`src/rtl/sstf_pkg.sv`:
```
`timescale 1ns / 1ps
// ----------------------------------------------------------------------------
// sstf_pkg
// Shared types and constants for the shortest-seek-first request scheduler.
// ----------------------------------------------------------------------------
package sstf_pkg;

  localparam int TRACK_W          = 16;
  localparam int SEEK_W           = 21;
  localparam int MAX_REQUESTS_DEF = 32;
  localparam int TRACK_BITS_DEF   = 16;

  localparam logic [SEEK_W-1:0] SEEK_MAX = {SEEK_W{1'b1}};

  localparam logic MODE_LOAD  = 1'b0;
  localparam logic MODE_START = 1'b1;

  typedef enum logic [1:0] {
    ST_IDLE,
    ST_SCAN,
    ST_SERVE
  } state_t;

  // candidate vs. current best, from the shared compare unit
  typedef struct packed {
    logic               take;
    logic [TRACK_W-1:0] span;
  } cmp_res_t;

  // one result beat
  typedef struct packed {
    logic [TRACK_W-1:0] trk;
    logic [SEEK_W-1:0]  sum;
    logic               moved;
    logic               dropped;
    logic               last;
  } result_t;

endpackage

```
`src/rtl/sstf_store.sv`:
```
`timescale 1ns / 1ps
// ----------------------------------------------------------------------------
// sstf_store
// Request track memory: one write port, one registered read port.
// ----------------------------------------------------------------------------
module sstf_store #(
  parameter int DEPTH = 32,
  parameter int WIDTH = 16,
  parameter int AW    = 5
) (
  input  logic             clk,
  input  logic             wr_en,
  input  logic [AW-1:0]    wr_addr,
  input  logic [WIDTH-1:0] wr_data,
  input  logic             rd_en,
  input  logic [AW-1:0]    rd_addr,
  output logic [WIDTH-1:0] rd_data
);

  logic [WIDTH-1:0] mem [DEPTH];

  always_ff @(posedge clk) begin
    if (wr_en) begin
      mem[wr_addr] <= wr_data;
    end
    if (rd_en) begin
      rd_data <= mem[rd_addr];
    end
  end

endmodule

```
`src/rtl/sstf_cmp.sv`:
```
`timescale 1ns / 1ps
// ----------------------------------------------------------------------------
// sstf_cmp
// Shared distance and compare unit: |cand - head| against the current best.
// ----------------------------------------------------------------------------
module sstf_cmp import sstf_pkg::*; (
  input  logic [TRACK_W-1:0] cand,
  input  logic [TRACK_W-1:0] head,
  input  logic               have_best,
  input  logic [TRACK_W-1:0] best_d,
  input  logic [TRACK_W-1:0] best_t,
  output cmp_res_t           res
);

  logic [TRACK_W-1:0] d;

  always_comb begin
    d = (cand > head) ? (cand - head) : (head - cand);
    res.span = d;
    // nearer wins; equal distance goes to the higher track; full tie keeps
    // the earlier entry
    res.take = !have_best || (d < best_d) || ((d == best_d) && (cand > best_t));
  end

endmodule

```
`src/rtl/sstf_seq.sv`:
```
`timescale 1ns / 1ps
// ----------------------------------------------------------------------------
// sstf_seq
// Sequencer: request bookkeeping, store scan, best tracking and result beats.
// ----------------------------------------------------------------------------
module sstf_seq import sstf_pkg::*; #(
  parameter int MAX_REQUESTS = MAX_REQUESTS_DEF,
  parameter int TW           = TRACK_W,
  parameter int CW           = 6,
  parameter int IW           = 5
) (
  input  logic               clk,
  input  logic               rst,
  input  logic               start,
  input  logic               mode,
  input  logic [TW-1:0]      trk_in,
  output logic               busy,
  // store ports
  output logic               wr_en,
  output logic [IW-1:0]      wr_addr,
  output logic               rd_en,
  output logic [IW-1:0]      rd_addr,
  input  logic [TW-1:0]      rd_data,
  // compare unit
  output logic [TRACK_W-1:0] cmp_cand,
  output logic [TRACK_W-1:0] cmp_head,
  output logic               cmp_have,
  output logic [TRACK_W-1:0] cmp_best_d,
  output logic [TRACK_W-1:0] cmp_best_t,
  input  cmp_res_t           cmp_res,
  // results
  output logic               res_vld,
  output result_t            res
);

  state_t state, state_next;

  logic [CW-1:0]           count;
  logic [MAX_REQUESTS-1:0] pending;
  logic [TW-1:0]           head;
  logic [SEEK_W-1:0]       sum;
  logic                    ovf;
  logic [CW-1:0]           issue;
  logic                    rd_vld;
  logic [IW-1:0]           rd_idx;
  logic                    have_best;
  logic [IW-1:0]           best_idx;
  logic [TRACK_W-1:0]      best_d;
  logic [TW-1:0]           best_t;

  logic                    accept;
  logic                    issue_go;
  logic                    full;
  logic [MAX_REQUESTS-1:0] clr_mask;
  logic                    last_serve;
  logic [SEEK_W:0]         sum_add;
  logic [SEEK_W-1:0]       sum_sat;

  always_comb begin
    accept     = start && (state == ST_IDLE);
    issue_go   = (state == ST_SCAN) && (issue < count);
    full       = (count >= CW'(MAX_REQUESTS));
    clr_mask   = MAX_REQUESTS'(1) << best_idx;
    last_serve = ((pending & ~clr_mask) == '0);
    sum_add    = {1'b0, sum} + (SEEK_W+1)'(best_d);
    sum_sat    = (sum_add > (SEEK_W+1)'(SEEK_MAX)) ? SEEK_MAX : sum_add[SEEK_W-1:0];

    busy       = (state != ST_IDLE);
    wr_en      = accept && (mode == MODE_LOAD) && !full;
    wr_addr    = count[IW-1:0];
    rd_en      = issue_go;
    rd_addr    = issue[IW-1:0];

    cmp_cand   = TRACK_W'(rd_data);
    cmp_head   = TRACK_W'(head);
    cmp_have   = have_best;
    cmp_best_d = best_d;
    cmp_best_t = TRACK_W'(best_t);

    state_next = state;
    unique case (state)
      ST_IDLE: begin
        if (accept && (mode == MODE_START) && (pending != '0)) begin
          state_next = ST_SCAN;
        end
      end
      ST_SCAN: begin
        if (!issue_go && !rd_vld) begin
          state_next = ST_SERVE;
        end
      end
      ST_SERVE: begin
        state_next = last_serve ? ST_IDLE : ST_SCAN;
      end
      default: state_next = ST_IDLE;
    endcase
  end

  always_ff @(posedge clk) begin
    if (rst) begin
      state <= ST_IDLE;
    end else begin
      state <= state_next;
    end
  end

  always_ff @(posedge clk) begin
    if (rst) begin
      count     <= '0;
      pending   <= '0;
      head      <= '0;
      sum       <= '0;
      ovf       <= 1'b0;
      rd_vld    <= 1'b0;
      have_best <= 1'b0;
      res_vld   <= 1'b0;
    end else begin
      // beat on an empty start or on each serve step
      res_vld <= (accept && (mode == MODE_START) && (pending == '0)) ||
                 (state == ST_SERVE);
      rd_vld  <= issue_go && pending[issue[IW-1:0]];
      rd_idx  <= issue[IW-1:0];
      unique case (state)
        ST_IDLE: begin
          issue     <= '0;
          have_best <= 1'b0;
          if (accept && (mode == MODE_LOAD)) begin
            if (full) begin
              ovf <= 1'b1;
            end else begin
              pending[count[IW-1:0]] <= 1'b1;
              count                  <= count + CW'(1);
            end
          end else if (accept) begin
            head <= trk_in;
            sum  <= '0;
            if (pending == '0) begin
              // empty run: a single no-move beat
              res     <= '{trk: TRACK_W'(trk_in), sum: '0, moved: 1'b0,
                           dropped: ovf, last: 1'b1};
              count   <= '0;
              ovf     <= 1'b0;
            end
          end
        end
        ST_SCAN: begin
          if (issue_go) begin
            issue <= issue + CW'(1);
          end
          if (rd_vld && cmp_res.take) begin
            have_best <= 1'b1;
            best_idx  <= rd_idx;
            best_d    <= cmp_res.span;
            best_t    <= rd_data;
          end
        end
        ST_SERVE: begin
          head      <= best_t;
          sum       <= sum_sat;
          // clears to empty on the last serve
          pending   <= pending & ~clr_mask;
          res       <= '{trk: TRACK_W'(best_t), sum: sum_sat, moved: 1'b1,
                         dropped: ovf, last: last_serve};
          issue     <= '0;
          have_best <= 1'b0;
          if (last_serve) begin
            count   <= '0;
            ovf     <= 1'b0;
          end
        end
        default: ;
      endcase
    end
  end

endmodule

```
`src/rtl/sstf_disk_request_scheduler_top.sv`:
```
`timescale 1ns / 1ps
// ----------------------------------------------------------------------------
// sstf_disk_request_scheduler_top
// Shortest-seek-first disk request scheduler with a single shared comparator.
// ----------------------------------------------------------------------------
// Usage: a beat is taken at a rising edge with start high and busy low.
// mode = 0 loads one request track (busy stays low); loads past
// MAX_REQUESTS are dropped and flagged in "dropped" of the coming run.
// mode = 1 starts a run from head position "track". For each served
// request the sequencer walks all N store entries, N being the loaded
// request count of the batch, through the one memory read port and the
// shared distance/compare unit, compares the last registered read, lets
// the read-valid flag drop, then serves the winner in a serve step.
// Results leave as one-cycle strobe beats, each in the cycle after its serve
// step; the receiver cannot stall, so it must take every beat in the cycle
// it is shown. A start with nothing pending gives one beat with moved = 0
// and last = 1. Tracks are masked to TRACK_BITS; the seek total saturates
// at its field maximum.
// ----------------------------------------------------------------------------
module sstf_disk_request_scheduler_top import sstf_pkg::*; #(
  parameter int MAX_REQUESTS = MAX_REQUESTS_DEF,
  parameter int TRACK_BITS   = TRACK_BITS_DEF
) (
  input  logic                 clk,
  input  logic                 rst,
  input  logic                 start,
  input  logic                 mode,
  input  logic [TRACK_W-1:0]   track,
  output logic                 busy,
  output logic                 strobe,
  output logic [TRACK_W-1:0]   served_track,
  output logic [SEEK_W-1:0]    total_seek,
  output logic                 moved,
  output logic                 dropped,
  output logic                 last
);

  // stored track width, count width (holds MAX_REQUESTS) and index width
  localparam int TW = (TRACK_BITS < TRACK_W) ? TRACK_BITS : TRACK_W;
  localparam int CW = $clog2(MAX_REQUESTS + 1);
  localparam int IW = (MAX_REQUESTS > 1) ? $clog2(MAX_REQUESTS) : 1;

  logic               wr_en;
  logic [IW-1:0]      wr_addr;
  logic               rd_en;
  logic [IW-1:0]      rd_addr;
  logic [TW-1:0]      rd_data;
  logic [TW-1:0]      trk_in;
  logic [TRACK_W-1:0] cmp_cand;
  logic [TRACK_W-1:0] cmp_head;
  logic               cmp_have;
  logic [TRACK_W-1:0] cmp_best_d;
  logic [TRACK_W-1:0] cmp_best_t;
  cmp_res_t           cmp_res;
  result_t            res;

  assign trk_in = track[TW-1:0];

  sstf_store #(
    .DEPTH (MAX_REQUESTS),
    .WIDTH (TW),
    .AW    (IW)
  ) u_store (
    .clk     (clk),
    .wr_en   (wr_en),
    .wr_addr (wr_addr),
    .wr_data (trk_in),
    .rd_en   (rd_en),
    .rd_addr (rd_addr),
    .rd_data (rd_data)
  );

  sstf_cmp u_cmp (
    .cand      (cmp_cand),
    .head      (cmp_head),
    .have_best (cmp_have),
    .best_d    (cmp_best_d),
    .best_t    (cmp_best_t),
    .res       (cmp_res)
  );

  sstf_seq #(
    .MAX_REQUESTS (MAX_REQUESTS),
    .TW           (TW),
    .CW           (CW),
    .IW           (IW)
  ) u_seq (
    .clk        (clk),
    .rst        (rst),
    .start      (start),
    .mode       (mode),
    .trk_in     (trk_in),
    .busy       (busy),
    .wr_en      (wr_en),
    .wr_addr    (wr_addr),
    .rd_en      (rd_en),
    .rd_addr    (rd_addr),
    .rd_data    (rd_data),
    .cmp_cand   (cmp_cand),
    .cmp_head   (cmp_head),
    .cmp_have   (cmp_have),
    .cmp_best_d (cmp_best_d),
    .cmp_best_t (cmp_best_t),
    .cmp_res    (cmp_res),
    .res_vld    (strobe),
    .res        (res)
  );

  // result beat fields straight from the output register
  assign served_track = res.trk;
  assign total_seek   = res.sum;
  assign moved        = res.moved;
  assign dropped      = res.dropped;
  assign last         = res.last;

endmodule

```
`config.mk`:
```
export PLATFORM = sky130hd
export DESIGN_NAME = sstf_disk_request_scheduler_top
export DESIGN_NICKNAME = d
export VERILOG_FILES = /design/src/rtl/sstf_pkg.sv /design/src/rtl/sstf_store.sv /design/src/rtl/sstf_cmp.sv /design/src/rtl/sstf_seq.sv /design/src/rtl/sstf_disk_request_scheduler_top.sv
export SDC_FILE = /design/constraint.sdc
export NUM_CORES = 1
export LEC_CHECK = 0
export BUFFER_PORTS_ARGS = -buffer_cell sky130_fd_sc_hd__buf_4
export CAP_MARGIN = 0
export CORE_UTILIZATION = 40
export DETAILED_ROUTE_END_ITERATION = 10
export SLEW_MARGIN = 30
export SYNTH_ARGS = -nofsm -noshare
export SYNTH_HDL_FRONTEND = slang
export SYNTH_SLANG_ARGS = --single-unit
export TNS_END_PERCENT = 1
```
`constraint.sdc`:
```
create_clock -name clk -period 10 [get_ports clk]
set_clock_uncertainty 0.1 [all_clocks]
set_input_delay 1.5 -clock clk [delete_from_list [all_inputs] [get_ports clk]]
set_output_delay 1.5 -clock clk [all_outputs]
set_load 0.05 [all_outputs]
```
==> reports/results.txt, run 1 <==
Drt pass-1 iters - 6
Area growth syn-to-layout - 14.32%
CP max stage cell - o41ai_1
Hold Crit Class - flop to flop
RR Startpoint - u_store.rd_data[0]
Startpoint Class - flop
Max Cap Viol - 0
Sequential share of the synthesized area - 66.69%
Worst Path Arrival - 5970 ps
Fin. Hold Viols - 0
Final Non-Filler Cells - 2998
CTS Buf Count - 77
Run status - completed
Post-Syn Nets - 1998
Hold buffers post-CTS - 0
Worst path max stage delay - 630 ps
Final ANT Viol Nets - 0
Worst EP required - 10150 ps
Port Buffer Count - 61
Reg clk slew, reported paths - 60 ps
Reg2reg path depth - 19
Hold path start - u_seq.rd_idx[1]
Final #Nets - 2078
Root Driver - clkbuf_16
Num ports - 62
Mapped Area - 30170 sq um
Syn Inst Count - 1886
Worst-Margin Slew - 988.8 ps
Core area - 74570 sq um
Setup-failing EPs final - 0
Max Slew Vio Count - 0
Synth cell types - 67
Top_reg_cell synth - edfxtp_1
Layout cells sized above 1 - 21.79%
FF-to-FF End - u_seq.cmp_best_t[0]
Setup CP Type - flop to flop
CP Cell Sequence - inv_1, ha_1, inv_1, fa_1, a21oi_1, o211ai_1, o41ai_1, o22ai_4, a2111oi_0, a21oi_1, xor2_1, ha_1, nand4_1, nor3_1, nor4bb_1, a21boi_0, a31oi_1, nand2_1, buf_4
Mean Syn Cell Area - 16.00 sq um
Worst R2R Setup Slack - 4180 ps
DRC Markers - 0
Final WL - 73.59 mm
Peak VDD IR - 0.1285 mV
Post-CTS Setup Inserts - 0
Initial Util - 40.46%
Ys async rst share - 0%
Antenna violations before repair - 5
Max_slew headroom - 34.01%
Worst hold stages - 0
Ys Warns - 0
Area of the die - 76530 sq um
Number of global-route vias before repair - 17540
Crit Path Max Fanout - 36
Gr usage total - 19.38%
DR iter-0 viols - 1789
Longest Clk Path Bufs - 3
Setup TNS - 0 ps
Post-CTS Resized - 0
Largest net degree at the start of global routing - 140
Placed cell count - 2854
Period utilisation layout - 58.22%
Sink Count - 697
Global route overflow - 0
Cell Pwr Density - 198.8 nW/um^2
FP Rows - 100
F_max - 171.8 MHz
Tmin final - 5822 ps
TritonCTS clock tree - built
Routed wire length per instance - 24.55 um
Pleak - 11.74 nW
Seq cells post-synth - 697
Global-route wire length before repair - 110.8 mm
Vias per std cell - 5.699
DIE WIDTH - 276.6 um
Hold EP - u_seq.best_idx[1]
Via count - 17090
Post-synth EDFFs - 616
RSZ-0062 raised after global routing - false
CP Capture Type - flop
CTS H-Tree Depth - 3
Worst-Skew Late Latency - 630 ps
Global placement routability congestion - 0.8710
Dpl hpwl - 43.92 mm
Die Height - 276.6 um
worst max-delay path by stage:
stage                             from             endpoint  slack [ps]  depth (start not counted)
floorplan           u_store.rd_data[0]    u_seq.best_idx[0]        4840                         20
global placement    u_store.rd_data[0]  u_seq.cmp_best_t[7]        4410                         21
detailed placement  u_store.rd_data[0]  u_seq.cmp_best_t[4]        4210                         19
CTS                 u_store.rd_data[0]  u_seq.cmp_best_t[0]        4150                         19
global route        u_store.rd_data[0]  u_seq.cmp_best_t[2]        3640                         19
finish              u_store.rd_data[0]  u_seq.cmp_best_t[0]        4180                         19
cell usage after synthesis (all sizes together) (10+ instances only):
cell type  number  share of area, %
a211oi         28              0.70
a21o           29              0.72
a21oi         103               1.7
a31oi          10              0.21
and2           12              0.25
and3           11              0.23
buf            20              0.28
clkbuf         72              0.90
dfxtp          81               5.4
edfxtp        616                61
ha             89               3.7
inv           110               1.4
mux2           19              0.71
mux4          170                13
nand2          91               1.1
nand2b         10              0.21
nand3          33              0.55
nand4          16              0.33
nor2           77              0.96
nor2b          10              0.21
nor3           10              0.17
nor4           11              0.23
o21a           19              0.47
o21ai         104               1.7
or2            11              0.23
xnor2          18              0.52
xor2           13              0.38
worst max-delay path: cells and delay by family, from the launching register on:
kind                     cells  cell delay [ps]
AND/OR/NAND/NOR              4              800
flip-flops                   1              420
AO/OA/AOI/OAI                8             2390
adder cells (fa/ha/maj)      3              900
XOR/XNOR                     1              200
buffers and inverters        3              630
cell families after synthesis:
logic type | count (synthesis) | share of synthesized area, %
AOI/OAI and AO/OA | 353 | 7.229
xor gates and xnor gates | 31 | 0.8999
adders and majority gates | 92 | 3.890
buffers and inverters | 202 | 2.550
DFF | 697 | 66.69
muxes | 195 | 13.60
and+or+nand+nor | 316 | 5.147
flip-flops by register name, summed over array words and instances, names as in the netlist, 2 cells and up:
signal and count:
u_seq.res 40, u_seq.rd_idx 5, u_store.rd_data 16, u_seq.cmp_best_t 16, u_seq.state 2, u_seq.count 6, u_seq.best_idx 5, u_seq.cmp_best_d 16
u_seq.cmp_head 16, u_seq.pending 32, u_seq.sum 21, u_seq.issue 6, u_store.mem 512
final cells by class:
class                           count  area [sq um]
Multi-Input combinational cell    987          9354
Clock inverter                     39         519.2
Timing Repair Buffer               93         763.2
Tap cell                          969          1212
Inverter                          110         412.9
Fill cell                        6406         40080
Antenna cell                        1         2.502
Clock buffer                      102          2106
Sequential cell                   697         20120
through the flow:
step                      setup slack [ps]  utilization, %  total power [mW]  instance area (sq um)  hold WS, ps
final                                 4178           46.25             6.856                  34490        310.7
after global routing                  3641           46.25             7.092                  34490        320.3
after CTS                             4149           46.17             6.919                  34430        313.0
after detailed placement              4212           42.65             4.026                  31800        306.3
after global placement                4410           42.63             4.013                  31790        301.3
after floorplan                       4845               -             3.791                  30170        300.3
per-layer routing:
metal  vias to the layer above  global-route usage, %  part of all wire [%]
li1                       7582                      -                     -
met1                      8824                  26.37                    43
met2                       557                  31.93                    49
met3                       115                  3.332                   5.7
met4                         8                  5.840                   2.5
met5                         -                      0                 0.082
cells in the final DEF (no fill, tap or decap), drive strengths merged, types with 29 or more instances in the layout:
| master | synthesis | layout |
|---|---|---|
| nor2 | 77 | 77 |
| clkbuf | 72 | 102 |
| nand3 | 33 | 33 |
| ha | 89 | 89 |
| inv | 110 | 109 |
| a21o | 29 | 29 |
| nand2 | 91 | 91 |
| buf | 20 | 93 |
| mux4 | 170 | 170 |
| o21ai | 104 | 104 |
| a21oi | 103 | 103 |
| dfxtp | 81 | 81 |
| edfxtp | 616 | 616 |
report_power, final:
part | internal, mW | switching [mW]
Sequential | 3.22 | 0.0213
Clock | 1.71 | 1.18
Combinational | 0.295 | 0.435
Total | 5.22 | 1.63
Power figures use the tool's default switching activity.
==> inputs of run 2 (changes only) <==
Settings changed: ABC_AREA set to 1.
Clock period 10 ns to 5 ns, I/O delays scaled along.
==> reports/results.txt, run 2 <==
Worst hold stages - 0
Vias per std cell - 5.581
FF-to-FF End - u_seq.cmp_best_t[11]
Mapped Area - 31250 sq um
Top cell type's share of synthesized area - 59.19%
Num ports - 62
Tmin final - 4567 ps
RSZ-0062 raised after global routing - false
Dpl hpwl - 55.39 mm
Port Buffer Count - 61
Fin. Hold Viols - 0
Mean Syn Cell Area - 10.75 sq um
Most frequent cells in the layout - edfxtp_1 (616), nand2_1 (384), nor2_1 (364), o21ai_0 (340), inv_1 (193)
CP Capture Type - flop
Peak VDD IR - 0.2781 mV
Hold EP - u_seq.best_idx[3]
Post-synth EDFFs - 616
Final hold slack - 314.4 ps
Run status - completed
Final ANT Viol Nets - 0
Ys async rst share - 0%
DIE WIDTH - 281.5 um
Synth cell types - 45
Reg2reg path depth - 26
Sink Count - 697
Sequential share of the synthesized area - 64.38%
# fillers - 7128
Area of the die - 79250 sq um
Gr usage total - 22.08%
Final #Nets - 3063
Cell Pwr Density - 368.5 nW/um^2
Ys Warns - 0
F_max - 219.0 MHz
Worst path top cell family by delay - simple AND/OR/NAND/NOR gates
Antenna cell count - 0
Antenna violations before repair - 0
FP Rows - 102
Worst Path Arrival - 4760 ps
CP startpoint - u_store.rd_data[0]
Bufs and invs on worst path - 8
Worst-Skew Late Latency - 640 ps
Most common cell after layout, fill and taps aside - edfxtp_1
Post-Syn Nets - 3020
Area contributors post-synth - edfxtp_1 (59%), o21ai_0 (5.5%), dfxtp_1 (5.2%), nand2_1 (4.6%), nor2_1 (4.4%)
Regs by FF count - u_store.mem: 512 flops, u_seq.res: 40 flops, u_seq.pending: 32 flops
Startpoint Class - flop
Number of global-route vias before repair - 21940
Non-Filler Cell Area, Final - 35570 sq um
Largest net degree at the start of global routing - 222
Hold buffers post-CTS - 0
Worst EP required - 5200 ps
Global placement routability congestion - 0.8937
Syn Inst Count - 2908
Reg clk slew, reported paths - 60 ps
Setup CP Type - flop to flop
Core area - 77340 sq um
Worst R2R Setup Slack - 430 ps
Global route overflow - 0
Via count - 22610
Setup-failing EPs final - 0
Top post-synthesis cells by count - edfxtp_1 (616), nand2_1 (385), nor2_1 (365)
Area growth syn-to-layout - 13.83%
Drt pass-1 iters - 6
Area leader, netlist - edfxtp_1
Overall Power - 13.11 mW
CTS Buf Count - 77
Global-route wire length before repair - 132.7 mm
TritonCTS clock tree - built
Most frequent cell after synthesis - edfxtp_1
Top_reg_cell synth - edfxtp_1
Register with the most flip-flops - u_store.mem
Max Cap Viol - 0
Routed wire length per instance - 21.57 um
Crit Path Max Fanout - 25
Largest register FFs - 512
Max_slew headroom - 34.80%
Root Driver - clkbuf_16
Die Height - 281.5 um
Pleak - 12.75 nW
Period utilisation layout - 91.33%
Initial Util - 40.41%
Layout cells sized above 1 - 9.465%
DRC Markers - 0
CTS H-Tree Depth - 3
Seq cells post-synth - 697
Worst-Margin Slew - 977.9 ps
CP max stage cell - fa_1
Final WL - 87.37 mm
Longest Clk Path Bufs - 3
Area after DPL - 33070 sq um
Max Slew Vio Count - 0
Hold path start - u_seq.rd_idx[3]
RR Startpoint - u_store.rd_data[0]
Worst path max stage delay - 430 ps
DR iter-0 viols - 2307
Setup TNS - 0 ps
Hold Crit Class - flop to flop
[run 2: what timing repair did]
item,4_1_cts,5_1_grt
buffers inserted,0,0
endpoints found under the setup margin,0,25
resized for setup,0,2
[run 2: worst max-delay path by stage]
stage	slack [ps]	cells past startpoint	end
after floorplan	30	5	u_seq.res[0]
after global placement	520	24	u_seq.cmp_best_t[14]
after detailed placement	290	24	u_seq.cmp_best_t[14]
after CTS	270	24	u_seq.cmp_best_t[7]
after global routing	20	26	u_seq.cmp_best_t[11]
final	430	26	u_seq.cmp_best_t[11]
[run 2: final cells by class]
cell class,count,area [sq um],area share (%)
sequential,697,20120,56.56
multi-input combinational,1837,9851,27.69
clock buffer,103,2034,5.719
tap,1040,1301,3.658
inverter,212,802.0,2.255
timing repair buffer,126,999.7,2.810
clock inverter,36,466.7,1.312
[run 2: layer usage]
metal	vias to the layer above	part of all wire (%)	track usage [%]
met3	147	5.9	2.942
met4	0	4.2	9.629
met5	-	0	0
li1	10510	-	-
met1	11140	43	29.48
met2	814	47	36.02
[run 2: logic make-up after synthesis]
family,count (synthesis),share of synthesized area [%]
adders and majority gates,92,3.755
DFF,697,64.38
buffers and inverters,374,4.668
and+or+nand+nor,968,12.82
AOI/OAI and AO/OA,737,13.26
xor gates and xnor gates,40,1.121
[run 2: metrics by stage]
| step | cells | util (%) | setup slack (ps) |
|---|---|---|---|
| 2_1_floorplan | 2908 | - | 26.26 |
| 3_3_place_gp | 3912 | 42.75 | 518.6 |
| 3_5_place_dp | 3912 | 42.76 | 287.5 |
| 4_1_cts | 4051 | 45.99 | 271.5 |
| 5_1_grt | 4051 | 46.00 | 16.49 |
| 6_report | 4051 | 46.00 | 433.3 |
[run 2: worst reg2reg max path: cells and delay by family (launching register included)]
family	cells	cell delay, ps
adders and majority gates	3	760
AOI/OAI and AO/OA	5	770
buffers and inverters	8	960
DFF	1	420
and+or+nand+nor	10	1200
[run 2: report_power, final]
part           switching (mW)  leakage [nW]  internal [mW]
Sequential             0.0240          6.22           6.39
Clock                    2.31          1.20           3.35
Combinational           0.763          5.32          0.276
Total                    3.10          12.8           10.0
